### src/rtl/core/fpfa_pkg.sv
`timescale 1ns / 1ps
// ----------------------------------------------------------------------------
// fpfa_pkg
// Shared constants, codes and types of the fixed partition fit allocator.
// ----------------------------------------------------------------------------
package fpfa_pkg;

  localparam int PARTITIONS = 128;
  localparam int SIZE_BITS  = 16;
  localparam int ENTRY_W    = SIZE_BITS + 1;
  localparam int IDX_W      = $clog2(PARTITIONS);
  localparam int CNT_W      = $clog2(PARTITIONS + 1);
  localparam int MODE_W     = 2;
  localparam int POL_W      = 2;
  localparam int REQ_W      = 16;
  localparam int PIDX_W     = 7;

  localparam logic [MODE_W-1:0] MODE_CLEAR   = 2'd0;
  localparam logic [MODE_W-1:0] MODE_LOAD    = 2'd1;
  localparam logic [MODE_W-1:0] MODE_REQUEST = 2'd2;

  localparam logic [POL_W-1:0] POL_FIRST = 2'd0;
  localparam logic [POL_W-1:0] POL_BEST  = 2'd1;
  localparam logic [POL_W-1:0] POL_WORST = 2'd2;

  typedef struct packed {
    logic [REQ_W-1:0]  request_number;
    logic [PIDX_W-1:0] partition_index;
    logic              granted;
  } result_t;

endpackage

### src/rtl/core/fpfa_size_ram.sv
`timescale 1ns / 1ps
// ----------------------------------------------------------------------------
// fpfa_size_ram
// Partition table, one used mark above each size: one write port, one read
// port, registered read data.
// ----------------------------------------------------------------------------
module fpfa_size_ram (
  input  logic                           clk,
  input  logic                           wr_en,
  input  logic [fpfa_pkg::IDX_W-1:0]     wr_addr,
  input  logic [fpfa_pkg::ENTRY_W-1:0]   wr_data,
  input  logic [fpfa_pkg::IDX_W-1:0]     rd_addr,
  output logic [fpfa_pkg::ENTRY_W-1:0]   rd_data
);

  logic [fpfa_pkg::ENTRY_W-1:0] mem [fpfa_pkg::PARTITIONS];

  always_ff @(posedge clk) begin
    if (wr_en) begin
      mem[wr_addr] <= wr_data;
    end
    rd_data <= mem[rd_addr];
  end

endmodule

### src/rtl/core/fpfa_engine.sv
`timescale 1ns / 1ps
// ----------------------------------------------------------------------------
// fpfa_engine
// Item decoder, counters and the one-entry-per-cycle fit scan.
// ----------------------------------------------------------------------------
module fpfa_engine (
  input  logic                                clk,
  input  logic                                rst_n,
  input  logic                                item_valid,
  output logic                                item_ready,
  input  logic [fpfa_pkg::MODE_W-1:0]         item_mode,
  input  logic [fpfa_pkg::SIZE_BITS-1:0]      item_size,
  input  logic [fpfa_pkg::POL_W-1:0]          policy,
  output logic                                res_valid,
  input  logic                                res_ready,
  output fpfa_pkg::result_t                   res
);

  typedef enum logic [1:0] {ST_IDLE, ST_SCAN, ST_DONE} state_t;

  state_t                          state_r;
  logic [fpfa_pkg::CNT_W-1:0]      entry_count_r;
  logic [fpfa_pkg::REQ_W-1:0]      request_count_r;
  logic [fpfa_pkg::SIZE_BITS-1:0]  req_size_r;
  logic [fpfa_pkg::IDX_W-1:0]      cmp_idx_r;
  logic                            found_r;
  logic [fpfa_pkg::IDX_W-1:0]      pick_r;
  logic [fpfa_pkg::SIZE_BITS-1:0]  pick_size_r;

  logic                            accept;
  logic                            load_wr;
  logic                            mark_wr;
  logic                            wr_en;
  logic [fpfa_pkg::IDX_W-1:0]      wr_addr;
  logic [fpfa_pkg::ENTRY_W-1:0]    wr_data;
  logic [fpfa_pkg::IDX_W-1:0]      rd_addr;
  logic [fpfa_pkg::ENTRY_W-1:0]    rd_data;
  logic                            rd_used;
  logic [fpfa_pkg::SIZE_BITS-1:0]  rd_size;
  logic                            fit;
  logic                            better;
  logic                            first_mode;
  logic                            last;
  logic [fpfa_pkg::CNT_W-1:0]      last_idx;

  assign item_ready = (state_r == ST_IDLE);
  assign accept     = item_valid && item_ready;
  assign load_wr    = accept && (item_mode == fpfa_pkg::MODE_LOAD) &&
                      (entry_count_r < fpfa_pkg::CNT_W'(fpfa_pkg::PARTITIONS));
  // Mark the picked entry used as the result leaves.
  assign mark_wr    = (state_r == ST_DONE) && res_ready && found_r;
  assign wr_en      = load_wr || mark_wr;
  assign wr_addr    = mark_wr ? pick_r : entry_count_r[fpfa_pkg::IDX_W-1:0];
  assign wr_data    = mark_wr ? {1'b1, pick_size_r} : {1'b0, item_size};

  // Read one entry ahead: address 0 while idle, the next index while scanning.
  assign rd_addr = (state_r == ST_SCAN) ? cmp_idx_r + 1'b1 : '0;
  assign rd_used = rd_data[fpfa_pkg::SIZE_BITS];
  assign rd_size = rd_data[fpfa_pkg::SIZE_BITS-1:0];

  fpfa_size_ram u_ram (
    .clk     (clk),
    .wr_en   (wr_en),
    .wr_addr (wr_addr),
    .wr_data (wr_data),
    .rd_addr (rd_addr),
    .rd_data (rd_data)
  );

  always_comb begin
    case (policy)
      fpfa_pkg::POL_BEST:  first_mode = 1'b0;
      fpfa_pkg::POL_WORST: first_mode = 1'b0;
      default:             first_mode = 1'b1;
    endcase
    fit    = !rd_used && (rd_size >= req_size_r);
    better = !found_r ||
             ((policy == fpfa_pkg::POL_BEST)  && (rd_size < pick_size_r)) ||
             ((policy == fpfa_pkg::POL_WORST) && (rd_size > pick_size_r));
    last_idx = entry_count_r - 1'b1;
    last     = ({1'b0, cmp_idx_r} == last_idx) || (fit && first_mode);
  end

  assign res_valid                = (state_r == ST_DONE);
  assign res.granted              = found_r;
  assign res.partition_index      = found_r ? fpfa_pkg::PIDX_W'(pick_r) : '0;
  assign res.request_number       = request_count_r;

  always_ff @(posedge clk) begin
    if (!rst_n) begin
      state_r         <= ST_IDLE;
      entry_count_r   <= '0;
      request_count_r <= '0;
      found_r         <= 1'b0;
      pick_r          <= '0;
    end else begin
      case (state_r)
        ST_IDLE: begin
          if (accept) begin
            case (item_mode)
              fpfa_pkg::MODE_CLEAR: begin
                // Stale used marks are overwritten as entries are loaded again.
                entry_count_r   <= '0;
                request_count_r <= '0;
              end
              fpfa_pkg::MODE_LOAD: begin
                if (load_wr) begin
                  entry_count_r <= entry_count_r + 1'b1;
                end
              end
              fpfa_pkg::MODE_REQUEST: begin
                req_size_r <= item_size;
                cmp_idx_r  <= '0;
                found_r    <= 1'b0;
                pick_r     <= '0;
                state_r    <= (entry_count_r == '0) ? ST_DONE : ST_SCAN;
              end
              default: begin
              end
            endcase
          end
        end
        ST_SCAN: begin
          if (fit && better) begin
            found_r     <= 1'b1;
            pick_r      <= cmp_idx_r;
            pick_size_r <= rd_size;
          end
          if (last) begin
            state_r <= ST_DONE;
          end else begin
            cmp_idx_r <= cmp_idx_r + 1'b1;
          end
        end
        ST_DONE: begin
          // Hold the result until the output stage takes it.
          if (res_ready) begin
            request_count_r <= request_count_r + 1'b1;
            state_r         <= ST_IDLE;
          end
        end
        default: begin
          state_r <= ST_IDLE;
        end
      endcase
    end
  end

endmodule

### src/rtl/core/fixed_partition_fit_allocator.sv
`timescale 1ns / 1ps
// ----------------------------------------------------------------------------
// fixed_partition_fit_allocator
// Fixed partition table with first, best and worst fit allocation.
// ----------------------------------------------------------------------------
// Clear and load items are each handled in the idle state. A request scans
// the loaded table entries: all of them for best and worst fit, up to the
// first fitting one for first fit, and on an empty table it goes straight to
// the result. The scan reads the partition size table through its single
// read port, one entry per cycle, up to all 128 entries of a full table.
// The result sits in an output register; a request whose result cannot be
// stored waits in the block until the register drains.
// ----------------------------------------------------------------------------
module fixed_partition_fit_allocator (
  input  logic        clk,
  input  logic        rst_n,
  input  logic        in_tvalid,
  output logic        in_tready,
  input  logic [15:0] in_tdata,   // [15:0] size
  input  logic [1:0]  in_tuser,   // [1:0] mode
  output logic        out_tvalid,
  input  logic        out_tready,
  output logic [23:0] out_tdata,  // [0] granted, [7:1] partition_index,
                                  // [23:8] request_number
  input  logic        cfg_valid,
  output logic        cfg_ready,
  input  logic [1:0]  cfg_data    // fit_policy
);

  logic [fpfa_pkg::POL_W-1:0] policy_r;
  logic                       out_valid_r;
  fpfa_pkg::result_t          out_data_r;
  logic                       res_valid;
  logic                       res_ready;
  fpfa_pkg::result_t          res;

  assign cfg_ready = 1'b1;

  always_ff @(posedge clk) begin
    if (!rst_n) begin
      policy_r <= fpfa_pkg::POL_FIRST;
    end else if (cfg_valid) begin
      policy_r <= cfg_data;
    end
  end

  fpfa_engine u_engine (
    .clk        (clk),
    .rst_n      (rst_n),
    .item_valid (in_tvalid),
    .item_ready (in_tready),
    .item_mode  (in_tuser),
    .item_size  (in_tdata[fpfa_pkg::SIZE_BITS-1:0]),
    .policy     (policy_r),
    .res_valid  (res_valid),
    .res_ready  (res_ready),
    .res        (res)
  );

  assign res_ready = !out_valid_r || out_tready;

  always_ff @(posedge clk) begin
    if (!rst_n) begin
      out_valid_r <= 1'b0;
    end else if (res_valid && res_ready) begin
      out_valid_r <= 1'b1;
    end else if (out_tready) begin
      out_valid_r <= 1'b0;
    end
  end

  always_ff @(posedge clk) begin
    if (res_valid && res_ready) begin
      out_data_r <= res;
    end
  end

  assign out_tvalid = out_valid_r;
  assign out_tdata  = out_data_r;

endmodule

### config.mk
export PLATFORM = sky130hd
export DESIGN_NAME = fixed_partition_fit_allocator
export DESIGN_NICKNAME = d
export VERILOG_FILES = /design/src/rtl/core/fpfa_pkg.sv /design/src/rtl/core/fpfa_size_ram.sv /design/src/rtl/core/fpfa_engine.sv /design/src/rtl/core/fixed_partition_fit_allocator.sv
export SDC_FILE = /design/constraint.sdc
export NUM_CORES = 2
export LEC_CHECK = 0
export BUFFER_PORTS_ARGS = -buffer_cell sky130_fd_sc_hd__buf_2
export CAP_MARGIN = 10
export CORE_UTILIZATION = 48
export CTS_CLUSTER_SIZE = 40
export DETAILED_ROUTE_END_ITERATION = 10
export REMOVE_ABC_BUFFERS = 1
export SYNTH_ARGS = -nofsm -noshare
export SYNTH_HDL_FRONTEND = slang
export SYNTH_SLANG_ARGS = --single-unit
### constraint.sdc
create_clock -name clk -period 23.9 [get_ports clk]
set_input_delay 1.195 -clock clk [delete_from_list [all_inputs] [get_ports clk]]
set_output_delay 1.195 -clock clk [all_outputs]
set_load 0.02 [all_outputs]
==> flow_summary.json <==
{
  "die_h_um": 434,
  "busiest_layer": "met2",
  "core_region_area_um2": 186000,
  "crit_path_top_delay_cell": "buf_4",
  "yosys.area.top_type_share_pct": 74.9,
  "dieArea_um2": 189000,
  "crit_path_cell_trace": "buf_4 -> or3b_4 -> clkinv_16 -> buf_4 -> buf_12 -> buf_4 -> o22ai_1 -> a32oi_1 -> nand4_1 -> nand4_1 -> nand4_1 -> nor3b_1",
  "rsz0062_at_grt": "no",
  "gr-total-overflow": 0,
  "max_slew_margin_pct": 11.3,
  "path_delay_family": "buffers and inverters",
  "setup-violations-final": 0,
  "firstDrtPassIters": 6,
  "r2r_cells": 12,
  "initial_utilization_pct": 48.3,
  "crit_path_max_incr_delay_ns": 0.78,
  "grt_start_max_net_pins": 223,
  "fin_crit_ns": 6.42,
  "fin_hold_ws_ns": 0.472,
  "worst_hold_path.num_cells": 0,
  "synthCells": 5776,
  "grt_use_met3_pct": 6.31,
  "final_max_slew_viol_count": 0,
  "end_kind": "register",
  "post_drt_wl_per_cell_um": 32.8,
  "vias": 55400,
  "synth-edff-count": 2239,
  "worstPathRequired_ns": 24.64,
  "clock_skew_ns": 0.0579,
  "final_common_cell": "edfxtp_1",
  "row_count": 158,
  "yosys.area.top_type": "edfxtp_1",
  "ir_drop_mv": 0.0645,
  "cts_root_buffer": "clkbuf_16",
  "remaining_drc_errors": 0,
  "cts_made_buffers": 224,
  "dp_hpwl_um": 163000,
  "ctsHoldBuffers": 0,
  "ant_nets": 0,
  "clkTransAtPathRegs_ns": 0.06,
  "crit_buf_inv": 5,
  "powerDensity_nw_per_um2": 79.0,
  "first_iter_violations": 8113,
  "tritoncts": "yes",
  "fin_crit_sh_pct": 26.9,
  "synth-seq-cells": 2293,
  "tightest_slew_ns": 1.33,
  "utilization_pct": 54.2,
  "maxCapViolCount": 0,
  "cp-start-kind": "register",
  "worstSkewPairLatency_ns": 0.88,
  "post_synth_num_cell_types": 85,
  "cp_max_fo": 222,
  "critPathKind": "reg2reg",
  "tns_ns": 0,
  "cts_resized": 0,
  "numPortBuffers": 50,
  "hold_class": "reg2reg",
  "first_global_vias": 52800,
  "grt_use_total_pct": 29.7,
  "grtUsageMet2_pct": 45.0,
  "dp.cells": 8159,
  "final_area_um2": 101000,
  "die_x_um": 434,
  "post_cts.repair.setup_buffers": 0,
  "netlist_area_um2": 89700,
  "vias_per_cell": 6.46,
  "grt_pass1_wl_um": 397000,
  "met1_usage_pct": 41.8,
  "ys_seq_area_share_pct": 76.1,
  "syn_to_final_growth_pct": 12.0,
  "cp.depth": 12,
  "max_freq_mhz": 156,
  "place_area_um2": 93600,
  "p_leak_nw": 31.3,
  "layout_common_cells": "edfxtp_1, nand2_1, o22ai_1",
  "totalWireLength_um": 281000,
  "drive_above_1_share_pct": 13.2,
  "synth_warnings": 0,
  "report.final.hold_viol_count": 0,
  "final-instance-count-excl-fill": 8578,
  "yosys-top-cells-area": "edfxtp_1, nand2_1, o22ai_1",
  "syn_area_per_cell_um2": 15.5,
  "arrival_ns": 7.16,
  "cts.sinks": 2293,
  "htree_levels": 4,
  "gp_congestion": 0.940,
  "synthArstFlopShare_pct": 0,
  "status": "finished clean",
  "clockBufferDepth": 3,
  "antenna_found_initial": 12,
  "yosys_most_used_dff": "edfxtp_1",
  "fin_nets": 5968,
  "io_pins": 52
}
==> stage by stage <==
step	total power [W]	setup WS (ns)
finish	0.00794	17.48
detailed placement	0.00463	17.23
floorplan	0.00458	2.88
global placement	0.00463	17.32
CTS	0.00797	17.66
global route	0.00812	17.11
==> where the power goes <==
part	internal (W)	switching (W)	total, W
Combinational	0.0000224	0.000116	0.000138
Sequential	0.00441	0.00000361	0.00441
Clock	0.00187	0.00152	0.00339
Total	0.00630	0.00164	0.00794
==> routing by layer <==
layer	up-vias	share of wire, %
met2	3363	45
met4	6	4.5
met3	548	11
met1	28400	39
met5	-	0.016
li1	23100	-
==> sequential cells by signal (all words and copies together), names as in the netlist, 7 cells and up <==
name                      count
u_engine.u_ram.mem         2176
out_tdata                    24
u_engine.u_ram.rd_data       17
u_engine.pick_size_r         16
u_engine.req_size_r          16
u_engine.request_count_r     16
u_engine.entry_count_r        8
u_engine.cmp_idx_r            7
u_engine.pick_r               7
==> path summary, 6_finish.rpt <==
path                            slack [ns]                   endpoint                          from
worst max register to register       17.48  u_engine.u_ram.rd_data[4]         u_engine.cmp_idx_r[0]
worst min register to register        0.47              out_tdata[23]  u_engine.request_count_r[15]
worst min-delay path                  0.47              out_tdata[23]  u_engine.request_count_r[15]
worst max-delay path                 17.48  u_engine.u_ram.rd_data[4]         u_engine.cmp_idx_r[0]
==> synth_stat cells (22+ instances only) <==
library cell	number
edfxtp_1	2239
nand2_1	798
o22ai_1	387
nand3_1	277
mux2i_1	217
nor2_1	189
a21oi_1	172
clkbuf_1	168
o221ai_1	145
buf_2	122
o21ai_0	84
nand4_1	79
a22oi_1	68
mux4_2	65
a31oi_1	57
dfxtp_1	54
a32oi_1	51
inv_1	46
ha_1	38
nor3_1	38
buf_6	37
buf_1	34
a211oi_1	32
buf_4	31
o2111ai_1	28
o211ai_1	23
and3_1	22
==> area by class of cell <==
class	count	area, um^2
clock inverter	109	928
multi-input combinational	3037	19800
timing repair buffer	296	2140
sequential	2293	68300
clock buffer	306	6030
tap	2480	3100
inverter	53	240
antenna	4	10.0
fill	14800	85100
==> logic make-up (layout without fill, tap and decap cells) <==
| kind of cell | count (synthesis) | after routing | share of synthesized area [%] |
|---|---|---|---|
| AO/OA/AOI/OAI | 1165 | 1165 | 8.86 |
| XOR/XNOR | 27 | 27 | 0.284 |
| adder cells (fa/ha/maj) | 38 | 38 | 0.530 |
| buffers and inverters | 446 | 764 | 2.50 |
| flip-flops | 2293 | 2293 | 76.1 |
| multiplexers | 291 | 291 | 4.18 |
| other | 1 | 5 | 0.00418 |
| AND/OR/NAND/NOR | 1515 | 1515 | 7.50 |
Note: power is estimated with default switching activity, not from simulation.
